==> config.mk <==
export PLATFORM = sky130hd
export DESIGN_NAME = barometric_sensor_compensation
export DESIGN_NICKNAME = d
export VERILOG_FILES = /design/src/hw/rtl/bsc_pkg.sv /design/src/hw/rtl/bsc_ctrl.sv /design/src/hw/rtl/bsc_dp.sv /design/src/hw/rtl/barometric_sensor_compensation.sv
export VERILOG_INCLUDE_DIRS = /design/src /design/src/hw/rtl
export SDC_FILE = /design/constraint.sdc
export NUM_CORES = 2
export LEC_CHECK = 0
export BUFFER_PORTS_ARGS = -buffer_cell sky130_fd_sc_hd__buf_2
export CORE_ASPECT_RATIO = 1.4
export CORE_MARGIN = 1.5
export CORE_UTILIZATION = 30
export DETAILED_ROUTE_END_ITERATION = 6
export HOLD_SLACK_MARGIN = 0.05
export PLACE_DENSITY = 0.54
export SYNTH_ARGS = -nofsm -noshare
export SYNTH_HDL_FRONTEND = slang
export SYNTH_HIERARCHICAL = 1
export SYNTH_SLANG_ARGS = --single-unit
==> constraint.sdc <==
create_clock -name clock -period 15.39 [get_ports clock]
set_input_delay 3.078 -clock clock [delete_from_list [all_inputs] [get_ports clock]]
set_output_delay 3.078 -clock clock [all_outputs]
set_load 0.05 [all_outputs]
==> src/hw/rtl/assert_macros.svh <==
// Concurrent assertion macros used by the RTL
`ifndef ASSERT_MACROS_SVH
`define ASSERT_MACROS_SVH
`ifndef ASSERT_OFF
`define ASSERT_IMPLIES(lbl, clk, rst, ante, cons, msg) \
   lbl: assert property (@(posedge clk) disable iff (rst) (ante) |-> (cons)) else $error(msg);
`define ASSERT_NEXT(lbl, clk, rst, ante, cons, msg) \
   lbl: assert property (@(posedge clk) disable iff (rst) (ante) |=> (cons)) else $error(msg);
`else
`define ASSERT_IMPLIES(lbl, clk, rst, ante, cons, msg)
`define ASSERT_NEXT(lbl, clk, rst, ante, cons, msg)
`endif
`endif

==> src/hw/rtl/bsc_pkg.sv <==
// Shared types, operation codes and helpers for the compensation block
package bsc_pkg;

   typedef enum logic [4:0] {
      OP_NONE, OP_LOAD,
      OP_T0, OP_T1, OP_T2, OP_T3, OP_T4,
      OP_P0, OP_P1, OP_P2, OP_P3, OP_P4, OP_P5, OP_P6, OP_P7, OP_P8, OP_P9, OP_P10,
      OP_DIV_INIT, OP_DIV_STEP,
      OP_P12, OP_P13, OP_P14, OP_P15, OP_P16,
      OP_OUT
   } op_type;

   typedef struct packed {
      op_type op;
   } cmd_type;

   typedef struct packed {
      logic div_zero;
   } status_type;

   typedef enum logic [1:0] {
      CSR_TEMP_CALIB  = 2'd0,
      CSR_PRESS_LOW   = 2'd1,
      CSR_PRESS_HIGH  = 2'd2,
      CSR_PRESS_LAST  = 2'd3
   } csr_index_type;

   localparam int DIV_STEPS = 32;
   localparam int DIV_CNT_W = $clog2(DIV_STEPS);

   localparam logic [31:0] TEMP_OFFSET  = 32'd64000;
   localparam logic [31:0] PRESS_BASE   = 32'd1048576;
   localparam logic [31:0] PRESS_SCALE  = 32'd3125;
   localparam logic [31:0] ROUND_HALF   = 32'd128;
   localparam logic [31:0] DIV_BIAS     = 32'd32768;
   localparam logic [31:0] TEMP_SCALE   = 32'd5;
   localparam logic [31:0] PRESS_MAX    = 32'd262143;

   function automatic logic [31:0] asr(input logic [31:0] x, input int n);
      asr = 32'($signed(x) >>> n);
   endfunction

   function automatic logic [31:0] sext16(input logic [15:0] x);
      sext16 = {{16{x[15]}}, x};
   endfunction

endpackage

==> src/hw/rtl/bsc_ctrl.sv <==
// Sequencing state machine for the compensation block
`include "assert_macros.svh"
module bsc_ctrl (
   input  logic              clock,
   input  logic              reset,
   input  logic              req_valid,
   output logic              req_stall,
   input  logic              req_action,
   output logic              rsp_valid,
   input  logic              rsp_stall,
   output bsc_pkg::cmd_type    cmd,
   input  bsc_pkg::status_type status
);
   import bsc_pkg::*;

   typedef enum logic [1:0] {ST_IDLE, ST_RUN, ST_DIV, ST_OUT} state_type;

   state_type              state_ff, state_in;
   op_type                 op_ff, op_in;
   logic [DIV_CNT_W-1:0]   cnt_ff, cnt_in;
   logic                   rsp_valid_ff, rsp_valid_in;

   always_comb begin
      state_in     = state_ff;
      op_in        = op_ff;
      cnt_in       = cnt_ff;
      rsp_valid_in = rsp_valid_ff && rsp_stall;
      cmd.op       = OP_NONE;
      case (state_ff)
         ST_IDLE: begin
            if (req_valid) begin
               cmd.op   = OP_LOAD;
               state_in = ST_RUN;
               op_in    = req_action ? OP_P0 : OP_T0;
            end
         end
         ST_RUN: begin
            cmd.op = op_ff;
            case (op_ff)
               OP_T0:  op_in = OP_T1;
               OP_T1:  op_in = OP_T2;
               OP_T2:  op_in = OP_T3;
               OP_T3:  op_in = OP_T4;
               OP_T4:  state_in = ST_OUT;
               OP_P0:  op_in = OP_P1;
               OP_P1:  op_in = OP_P2;
               OP_P2:  op_in = OP_P3;
               OP_P3:  op_in = OP_P4;
               OP_P4:  op_in = OP_P5;
               OP_P5:  op_in = OP_P6;
               OP_P6:  op_in = OP_P7;
               OP_P7:  op_in = OP_P8;
               OP_P8:  op_in = OP_P9;
               OP_P9:  op_in = OP_P10;
               OP_P10: begin
                  if (status.div_zero) begin
                     state_in = ST_OUT;
                  end else begin
                     op_in = OP_DIV_INIT;
                  end
               end
               OP_DIV_INIT: begin
                  state_in = ST_DIV;
                  cnt_in   = '0;
               end
               OP_P12: op_in = OP_P13;
               OP_P13: op_in = OP_P14;
               OP_P14: op_in = OP_P15;
               OP_P15: op_in = OP_P16;
               OP_P16: state_in = ST_OUT;
               default: state_in = ST_IDLE;
            endcase
         end
         ST_DIV: begin
            cmd.op = OP_DIV_STEP;
            cnt_in = cnt_ff + 1'b1;
            if (cnt_ff == DIV_CNT_W'(DIV_STEPS - 1)) begin
               state_in = ST_RUN;
               op_in    = OP_P12;
            end
         end
         ST_OUT: begin
            if (!rsp_valid_ff || !rsp_stall) begin
               cmd.op       = OP_OUT;
               rsp_valid_in = 1'b1;
               state_in     = ST_IDLE;
            end
         end
         default: state_in = ST_IDLE;
      endcase
   end

   always_ff @(posedge clock) begin
      if (reset) begin
         state_ff     <= ST_IDLE;
         op_ff        <= OP_NONE;
         cnt_ff       <= '0;
         rsp_valid_ff <= 1'b0;
      end else begin
         state_ff     <= state_in;
         op_ff        <= op_in;
         cnt_ff       <= cnt_in;
         rsp_valid_ff <= rsp_valid_in;
      end
   end

   assign req_stall = (state_ff != ST_IDLE);
   assign rsp_valid = rsp_valid_ff;

   `ASSERT_IMPLIES(a_accept_idle, clock, reset, req_valid && !req_stall,
      state_ff == ST_IDLE, "word accepted while busy")
   `ASSERT_NEXT(a_div_exit, clock, reset,
      state_ff == ST_DIV && cnt_ff == DIV_CNT_W'(DIV_STEPS - 1),
      state_ff == ST_RUN && op_ff == OP_P12, "divide did not finish")
   `ASSERT_NEXT(a_out_valid, clock, reset, cmd.op == OP_OUT,
      rsp_valid_ff && state_ff == ST_IDLE, "result not presented")

endmodule

==> src/hw/rtl/bsc_dp.sv <==
// Datapath: calibration registers, shared multiplier and restoring divider
module bsc_dp (
   input  logic               clock,
   input  logic               reset,
   input  bsc_pkg::cmd_type     cmd,
   output bsc_pkg::status_type  status,
   input  logic               csr_write_enable,
   input  logic [1:0]         csr_index,
   input  logic [63:0]        csr_write_data,
   input  logic               req_action,
   input  logic [19:0]        req_raw_reading,
   output logic               rsp_is_pressure,
   output logic signed [15:0] rsp_temperature_centi,
   output logic [17:0]        rsp_pressure_pa,
   output logic               rsp_invalid
);
   import bsc_pkg::*;

   logic [47:0] tcal_ff;
   logic [63:0] plo_ff, phi_ff;
   logic [15:0] plast_ff;
   logic [31:0] fine_ff, fine_in;

   logic [19:0] adc_ff, adc_in;
   logic        isp_ff, isp_in, inv_ff, inv_in, big_ff, big_in;
   logic [31:0] ra_ff, ra_in, rb_ff, rb_in, rq_ff, rq_in, rqq_ff, rqq_in;
   logic [31:0] rt_ff, rt_in, rw_ff, rw_in, rp_ff, rp_in, quo_ff, quo_in;
   logic [32:0] rem_ff, rem_in, r2;

   logic        o_isp_ff, o_isp_in, o_inv_ff, o_inv_in;
   logic [15:0] o_temp_ff, o_temp_in;
   logic [17:0] o_press_ff, o_press_in;

   logic [31:0] mul_a, mul_b, prod;
   logic [15:0] t1, p1;
   logic [31:0] t2, t3, p2, p3, p4, p5, p6, p7, p8, p9;

   assign t1 = tcal_ff[15:0];
   assign t2 = sext16(tcal_ff[31:16]);
   assign t3 = sext16(tcal_ff[47:32]);
   assign p1 = plo_ff[15:0];
   assign p2 = sext16(plo_ff[31:16]);
   assign p3 = sext16(plo_ff[47:32]);
   assign p4 = sext16(plo_ff[63:48]);
   assign p5 = sext16(phi_ff[15:0]);
   assign p6 = sext16(phi_ff[31:16]);
   assign p7 = sext16(phi_ff[47:32]);
   assign p8 = sext16(phi_ff[63:48]);
   assign p9 = sext16(plast_ff);

   assign prod = 32'(mul_a * mul_b);
   assign r2   = {rem_ff[31:0], quo_ff[31]};

   always_comb begin
      mul_a = '0;
      mul_b = '0;
      case (cmd.op)
         OP_T0: begin
            mul_a = 32'(adc_ff[19:3]) - {15'b0, t1, 1'b0};
            mul_b = t2;
         end
         OP_T1: begin
            mul_a = 32'(adc_ff[19:4]) - {16'b0, t1};
            mul_b = 32'(adc_ff[19:4]) - {16'b0, t1};
         end
         OP_T2: begin
            mul_a = rb_ff;
            mul_b = t3;
         end
         OP_T4: begin
            mul_a = fine_ff;
            mul_b = TEMP_SCALE;
         end
         OP_P2: begin
            mul_a = rq_ff;
            mul_b = rq_ff;
         end
         OP_P3: begin
            mul_a = asr(rqq_ff, 11);
            mul_b = p6;
         end
         OP_P4: begin
            mul_a = ra_ff;
            mul_b = p5;
         end
         OP_P6: begin
            mul_a = p3;
            mul_b = asr(rqq_ff, 13);
         end
         OP_P7: begin
            mul_a = p2;
            mul_b = ra_ff;
         end
         OP_P9: begin
            mul_a = DIV_BIAS + ra_ff;
            mul_b = {16'b0, p1};
         end
         OP_P10: begin
            mul_a = (PRESS_BASE - 32'(adc_ff)) - asr(rb_ff, 12);
            mul_b = PRESS_SCALE;
         end
         OP_P13: begin
            mul_a = rp_ff >> 3;
            mul_b = rp_ff >> 3;
         end
         OP_P14: begin
            mul_a = p9;
            mul_b = rt_ff;
         end
         OP_P15: begin
            mul_a = rp_ff >> 2;
            mul_b = p8;
         end
         default: begin
            mul_a = '0;
            mul_b = '0;
         end
      endcase
   end

   always_comb begin
      adc_in     = adc_ff;
      isp_in     = isp_ff;
      inv_in     = inv_ff;
      big_in     = big_ff;
      fine_in    = fine_ff;
      ra_in      = ra_ff;
      rb_in      = rb_ff;
      rq_in      = rq_ff;
      rqq_in     = rqq_ff;
      rt_in      = rt_ff;
      rw_in      = rw_ff;
      rp_in      = rp_ff;
      quo_in     = quo_ff;
      rem_in     = rem_ff;
      o_isp_in   = o_isp_ff;
      o_inv_in   = o_inv_ff;
      o_temp_in  = o_temp_ff;
      o_press_in = o_press_ff;
      case (cmd.op)
         OP_LOAD: begin
            adc_in = req_raw_reading;
            isp_in = req_action;
            inv_in = 1'b0;
         end
         OP_T0:  ra_in = asr(prod, 11);
         OP_T1:  rb_in = asr(prod, 12);
         OP_T2:  rb_in = asr(prod, 14);
         OP_T3:  fine_in = ra_ff + rb_ff;
         OP_T4:  rt_in = asr(prod + ROUND_HALF, 8);
         OP_P0:  ra_in = asr(fine_ff, 1) - TEMP_OFFSET;
         OP_P1:  rq_in = asr(ra_ff, 2);
         OP_P2:  rqq_in = prod;
         OP_P3:  rb_in = prod;
         OP_P4:  rb_in = rb_ff + (prod << 1);
         OP_P5:  rb_in = asr(rb_ff, 2) + {p4[15:0], 16'b0};
         OP_P6:  rt_in = asr(prod, 3);
         OP_P7:  rt_in = rt_ff + asr(prod, 1);
         OP_P8:  ra_in = asr(rt_ff, 18);
         OP_P9:  ra_in = asr(prod, 15);
         OP_P10: begin
            rp_in  = prod;
            inv_in = (ra_ff == '0);
         end
         OP_DIV_INIT: begin
            big_in = rp_ff[31];
            quo_in = rp_ff[31] ? rp_ff : (rp_ff << 1);
            rem_in = '0;
         end
         OP_DIV_STEP: begin
            if (r2 >= {1'b0, ra_ff}) begin
               rem_in = r2 - {1'b0, ra_ff};
               quo_in = {quo_ff[30:0], 1'b1};
            end else begin
               rem_in = r2;
               quo_in = {quo_ff[30:0], 1'b0};
            end
         end
         OP_P12: rp_in = big_ff ? (quo_ff << 1) : quo_ff;
         OP_P13: rt_in = prod >> 13;
         OP_P14: rw_in = asr(prod, 12);
         OP_P15: rw_in = rw_ff + asr(prod, 13);
         OP_P16: rp_in = rp_ff + asr(rw_ff + p7, 4);
         OP_OUT: begin
            o_isp_in   = isp_ff;
            o_inv_in   = isp_ff && inv_ff;
            o_temp_in  = '0;
            o_press_in = '0;
            if (!isp_ff) begin
               if ($signed(rt_ff) > 32'sd32767) begin
                  o_temp_in = 16'h7fff;
               end else if ($signed(rt_ff) < -32'sd32768) begin
                  o_temp_in = 16'h8000;
               end else begin
                  o_temp_in = rt_ff[15:0];
               end
            end else if (!inv_ff) begin
               if (rp_ff[31]) begin
                  o_press_in = '0;
               end else if (rp_ff > PRESS_MAX) begin
                  o_press_in = PRESS_MAX[17:0];
               end else begin
                  o_press_in = rp_ff[17:0];
               end
            end
         end
         default: begin
            adc_in = adc_ff;
         end
      endcase
   end

   always_ff @(posedge clock) begin
      if (reset) begin
         tcal_ff  <= '0;
         plo_ff   <= '0;
         phi_ff   <= '0;
         plast_ff <= '0;
         fine_ff  <= '0;
      end else begin
         fine_ff <= fine_in;
         if (csr_write_enable) begin
            case (csr_index_type'(csr_index))
               CSR_TEMP_CALIB: tcal_ff  <= csr_write_data[47:0];
               CSR_PRESS_LOW:  plo_ff   <= csr_write_data;
               CSR_PRESS_HIGH: phi_ff   <= csr_write_data;
               CSR_PRESS_LAST: plast_ff <= csr_write_data[15:0];
               default:        plast_ff <= plast_ff;
            endcase
         end
      end
   end

   always_ff @(posedge clock) begin
      adc_ff     <= adc_in;
      isp_ff     <= isp_in;
      inv_ff     <= inv_in;
      big_ff     <= big_in;
      ra_ff      <= ra_in;
      rb_ff      <= rb_in;
      rq_ff      <= rq_in;
      rqq_ff     <= rqq_in;
      rt_ff      <= rt_in;
      rw_ff      <= rw_in;
      rp_ff      <= rp_in;
      quo_ff     <= quo_in;
      rem_ff     <= rem_in;
      o_isp_ff   <= o_isp_in;
      o_inv_ff   <= o_inv_in;
      o_temp_ff  <= o_temp_in;
      o_press_ff <= o_press_in;
   end

   assign status.div_zero       = (ra_ff == '0);
   assign rsp_is_pressure       = o_isp_ff;
   assign rsp_invalid           = o_inv_ff;
   assign rsp_temperature_centi = o_temp_ff;
   assign rsp_pressure_pa       = o_press_ff;

endmodule

==> src/hw/rtl/barometric_sensor_compensation.sv <==
// Top level of the barometric temperature and pressure compensation block
//
// Request channel (req_*): one word per raw reading, req_action selects
// temperature (0) or pressure (1). A word is taken when req_valid is high
// and req_stall is low; req_stall stays high while a word is in work.
// Response channel (rsp_*): one word per request, held in an output
// register until the receiver takes it with rsp_stall low.
// Configuration (csr_*): calibration words written by index; the user must
// write them only while idle, which the block itself does not enforce.
// A temperature reading runs T0 to T4; a pressure reading runs P0 to P10,
// the 32-step restoring divider and P12 to P16, or goes to the output
// after P10 when the divisor is zero. Products come from the single shared
// 32x32 multiplier. One reading is in work at a time; a new word is taken
// in the cycle after the result is loaded into the output register.
// A stalled receiver holds the output word; once the next result is
// ready the block waits until the pending word is taken.
// Reset clears calibration, fine temperature and the handshake state.
module barometric_sensor_compensation (
   input  logic               clock,
   input  logic               reset,
   input  logic               req_valid,
   output logic               req_stall,
   input  logic               req_action,
   input  logic [19:0]        req_raw_reading,
   output logic               rsp_valid,
   input  logic               rsp_stall,
   output logic               rsp_is_pressure,
   output logic signed [15:0] rsp_temperature_centi,
   output logic [17:0]        rsp_pressure_pa,
   output logic               rsp_invalid,
   input  logic               csr_write_enable,
   input  logic [1:0]         csr_index,
   input  logic [63:0]        csr_write_data
);
   import bsc_pkg::*;

   cmd_type    cmd;
   status_type status;

   bsc_ctrl u_ctrl (
      .clock      (clock),
      .reset      (reset),
      .req_valid  (req_valid),
      .req_stall  (req_stall),
      .req_action (req_action),
      .rsp_valid  (rsp_valid),
      .rsp_stall  (rsp_stall),
      .cmd        (cmd),
      .status     (status)
   );

   bsc_dp u_dp (
      .clock                 (clock),
      .reset                 (reset),
      .cmd                   (cmd),
      .status                (status),
      .csr_write_enable      (csr_write_enable),
      .csr_index             (csr_index),
      .csr_write_data        (csr_write_data),
      .req_action            (req_action),
      .req_raw_reading       (req_raw_reading),
      .rsp_is_pressure       (rsp_is_pressure),
      .rsp_temperature_centi (rsp_temperature_centi),
      .rsp_pressure_pa       (rsp_pressure_pa),
      .rsp_invalid           (rsp_invalid)
   );

endmodule

==> results by group <==
Setup path
  – Slowest stage delay, CP: 0.66 ns
  – Worst R2R Path Depth: 58
  – CP endpoint kind: flip-flop
  – Worst Setup Start Kind: primary input
  – Worst-path maximum fanout: 15
  – Data required, critical path: approximately 16 ns
  – Launch point of the worst reg-to-reg path: u_dp/adc_ff[0]
  – WS Path Type: primary input to flip-flop
  – Critical path arrival: roughly 15 ns
  – R2r setup slk: about 0.77 ns
  – Slowest CP cell: a2111oi_0
  – Crit Reg-Reg Endpoint: u_dp/rw_ff[30]

Clock tree
  – H-tree levels: 2
  – Hold Buf Count CTS: 0
  – Sink Count: around 570
  – CTS root buf: clkbuf_16
  – CTS tree: built
  – Clock latency on the worst-skew pair: 0.71 ns
  – Number of CTS-inserted buffers: slightly above 60
  – Clk slew on worst S/H paths: roughly 0.06 ns
  – CTS Buffer Depth: 3

Placed design
  – HPWL after detailed placement: between 200000 and 250000 um
  – Routability Congestion: between 1 and 1.5
  – IO Port Bufs: around 130

Die
  – # IOs: 130
  – Area of the die: 0.189 sq mm
  – Num rows: about 190
  – Core Area: between 0.15 and 0.2 sq mm
  – Die width: roughly 370 um
  – Initial cell density of the core: between 30% and 40%
  – Die height: about 500 um

Hold path
  – Hold path cells: 2
  – Worst Hold Class: flip-flop to flip-flop
  – Hold endpoint: u_dp/tcal_ff[8]
  – HP Start: u_dp/tcal_ff[8]

Routing
  – Via density per instance: around 5.6
  – Drt wl/cell: slightly below 30 um
  – Detailed Route WL: roughly 280000 um
  – Drt pass-1 iters: 7
  – Remaining DRCs: 3
  – DRT iter0 DRCs: a little over 5000
  – Antenna Violating Nets Remaining: 0
  – Via Count: about 53000

Timing
  – RSZ-0062 raised after global routing: yes
  – Maximum clock frequency: slightly below 0.07 GHz
  – Final hold vios: 0
  – Slew Viols, Final: 0
  – Worst-Margin Slew: ~1.1 ns
  – Count of final setup violators: 0
  – Final worst path period need: between 10 and 15 ns
  – Clk_skew: about 0.035 ns
  – Normalized max-slew margin: roughly a quarter
  – Period utilization: a little over nine tenths
  – TNS Setup: 0 ns

Final layout
  – Share of layout cells above drive strength 1: between 10 and 15%
  – Synthesis-to-layout area growth: 17.3%
  – Nets: about 7900
  – Fin util: 35.4%

Synth
  – Top FF cell, synth: edfxtp_1
  – Synth warnings: 6
  – Post-synthesis compound-gate area fraction: ~18%
  – Seq cells post-synth: ~570
  – Most frequent cells after synthesis: nand2_1 (961), inv_1 (653), nor2_1 (568)
  – Yosys top cell area share: between 15 and 20%
  – Syn Nets: 7412
  – Multiplexer area fraction after synthesis: under 10%
  – Area leader, netlist: edfxtp_1
  – Simple-gate share of the synthesized area: between 10% and 20%
  – Post-Synth XOR/XNOR Area: approximately 5.6%
  – Post-Syn Instances: approximately 6500
  – Post-Syn Area per Cell: 8.62 sq um
  – Seq/Total Area, Yosys: 26.4%
  – Largest family of logic cells by synthesized area: adder cells
  – Synth Area in Adders: between 20% and 30%
  – Most common cell in the synthesized netlist: nand2_1
  – Post-synth ARST share: 0%
  – Mapped cell area: roughly 0.056 sq mm
  – Largest cells by area after synthesis: edfxtp_1 (18%), fa_1 (15%), ha_1 (9.0%)
  – Synth cell types: approximately 120
  – Post-synth EDFFs: about 330

Global route
  – Global route overflow: 0
  – Vias in the first global route: between 50000 and 60000
  – GRT Overall Usage: approximately 29%
  – Initial antenna violation count: 17
  – Largest net degree at the start of global routing: between 100 and 150
  – First-pass GRT wire length: between 300000 and 400000 um

Pwr
  – Power Dens Cells: around 82 mW/mm^2
  – Pleak: roughly 28 nW
  – Peak VDD IR: about 0.000094 V

Outcome
  – Status: finished, violations left
  – Failing checks: design-rule violations

Flow run
  – Max Cap Viol: 0
## power breakdown
part / switching [mW] / internal (mW) / total [mW]
Clock: 0.716 / 0.873 / 1.59
Combinational: 1.25 / 0.697 / 1.95
Sequential: 0.139 / 1.69 / 1.83
## how the worst max path moves through the flow
stage	to	startpoint	cells after the start
after detailed placement	u_dp/rw_ff[30]	rsp_stall	56
after floorplan	u_dp/rw_ff[31]	rsp_stall	50
final	u_dp/rb_ff[30]	rsp_stall	50
after CTS	u_dp/rw_ff[31]	u_dp/adc_ff[0]	57
after global routing	u_dp/rw_ff[31]	u_dp/adc_ff[1]	58
after global placement	u_dp/rw_ff[31]	rsp_stall	50
## layer usage
layer	wire, um	share of wire, %	global-route usage [%]
met1	101000	36	31.8
met2	132000	47	49.2
met3	17300	6.2	4.57
met4	29800	11	24.9
met5	96	0.034	0
## cell families (layout without fill, tap and decap cells)
group | count (synthesis) | after routing
DFF | 571 | 571
AOI/OAI and AO/OA | 1522 | 1522
buffers and inverters | 983 | 1472
other | 0 | 10
xor gates and xnor gates | 347 | 347
and+or+nand+nor | 2124 | 2124
muxes | 131 | 131
adders and majority gates | 821 | 821
## sequential cells by signal (all words and copies together), names as in the netlist, 16 cells and up
register / cells
u_dp/phi_ff: 64
u_dp/plo_ff: 64
u_dp/tcal_ff: 48
u_dp/fine_ff: 32
u_dp/quo_ff: 32
u_dp/ra_ff: 32
u_dp/rb_ff: 32
u_dp/rem_ff: 32
u_dp/rp_ff: 32
u_dp/rt_ff: 32
u_dp/rw_ff: 32
u_dp/rq_ff: 30
u_dp/rqq_ff: 21
u_dp/adc_ff: 20
u_dp/rsp_pressure_pa: 18
u_dp/plast_ff: 16
u_dp/rsp_temperature_centi: 16
## critical path: cells and delay by family
family                     cells  cell delay (ns)
buffers and inverters         14             1.95
AOI/OAI and AO/OA             18             5.00
adders and majority gates     10             4.03
xor gates and xnor gates       1             0.12
and+or+nand+nor                7             1.01
## area by class of cell
cell class | instances | area, sq um
Fill cell | 19200 | 120000
Clock buffer | 76 | 1670
Sequential cell | 571 | 14800
Multi-Input combinational cell | 4945 | 37700
Antenna cell | 10 | 25.0
Timing Repair Buffer | 703 | 5540
Clock inverter | 37 | 399
Tap cell | 2457 | 3070
Inverter | 656 | 2460
## metrics by stage
step	setup WS [ns]	cells	total power, mW	instance area (sq um)	hold slack, ns
3_3_place_gp	-0.278	9328	3.74	63500	0.445
4_1_cts	0.228	9441	5.34	65500	0.457
3_5_place_dp	-0.184	9328	3.74	63500	0.448
6_report	0.581	9455	5.37	65700	0.456
5_1_grt	-0.0247	9446	5.55	65600	0.473
2_1_floorplan	0.651	6499	2.86	56000	0.424
## layout by cell type (no fill, tap or decap), types with 95 or more instances in the layout
master and instances:
a22oi_1 95, xnor2_1 216, xor2_1 109, nor2_1 558
buf_2 128, ha_1 403, buf_4 528, edfxtp_1 334
a21oi_1 481, dfxtp_1 237, inv_1 653, nand2_1 959
fa_1 417, o21ai_0 285, mux2i_1 123
## timing repair
item / CTS / global route
gates resized for setup: 0 / 12
setup endpoints to repair: 0 / 7
setup buffers: 0 / 4
(Power assumes the default switching activity.)
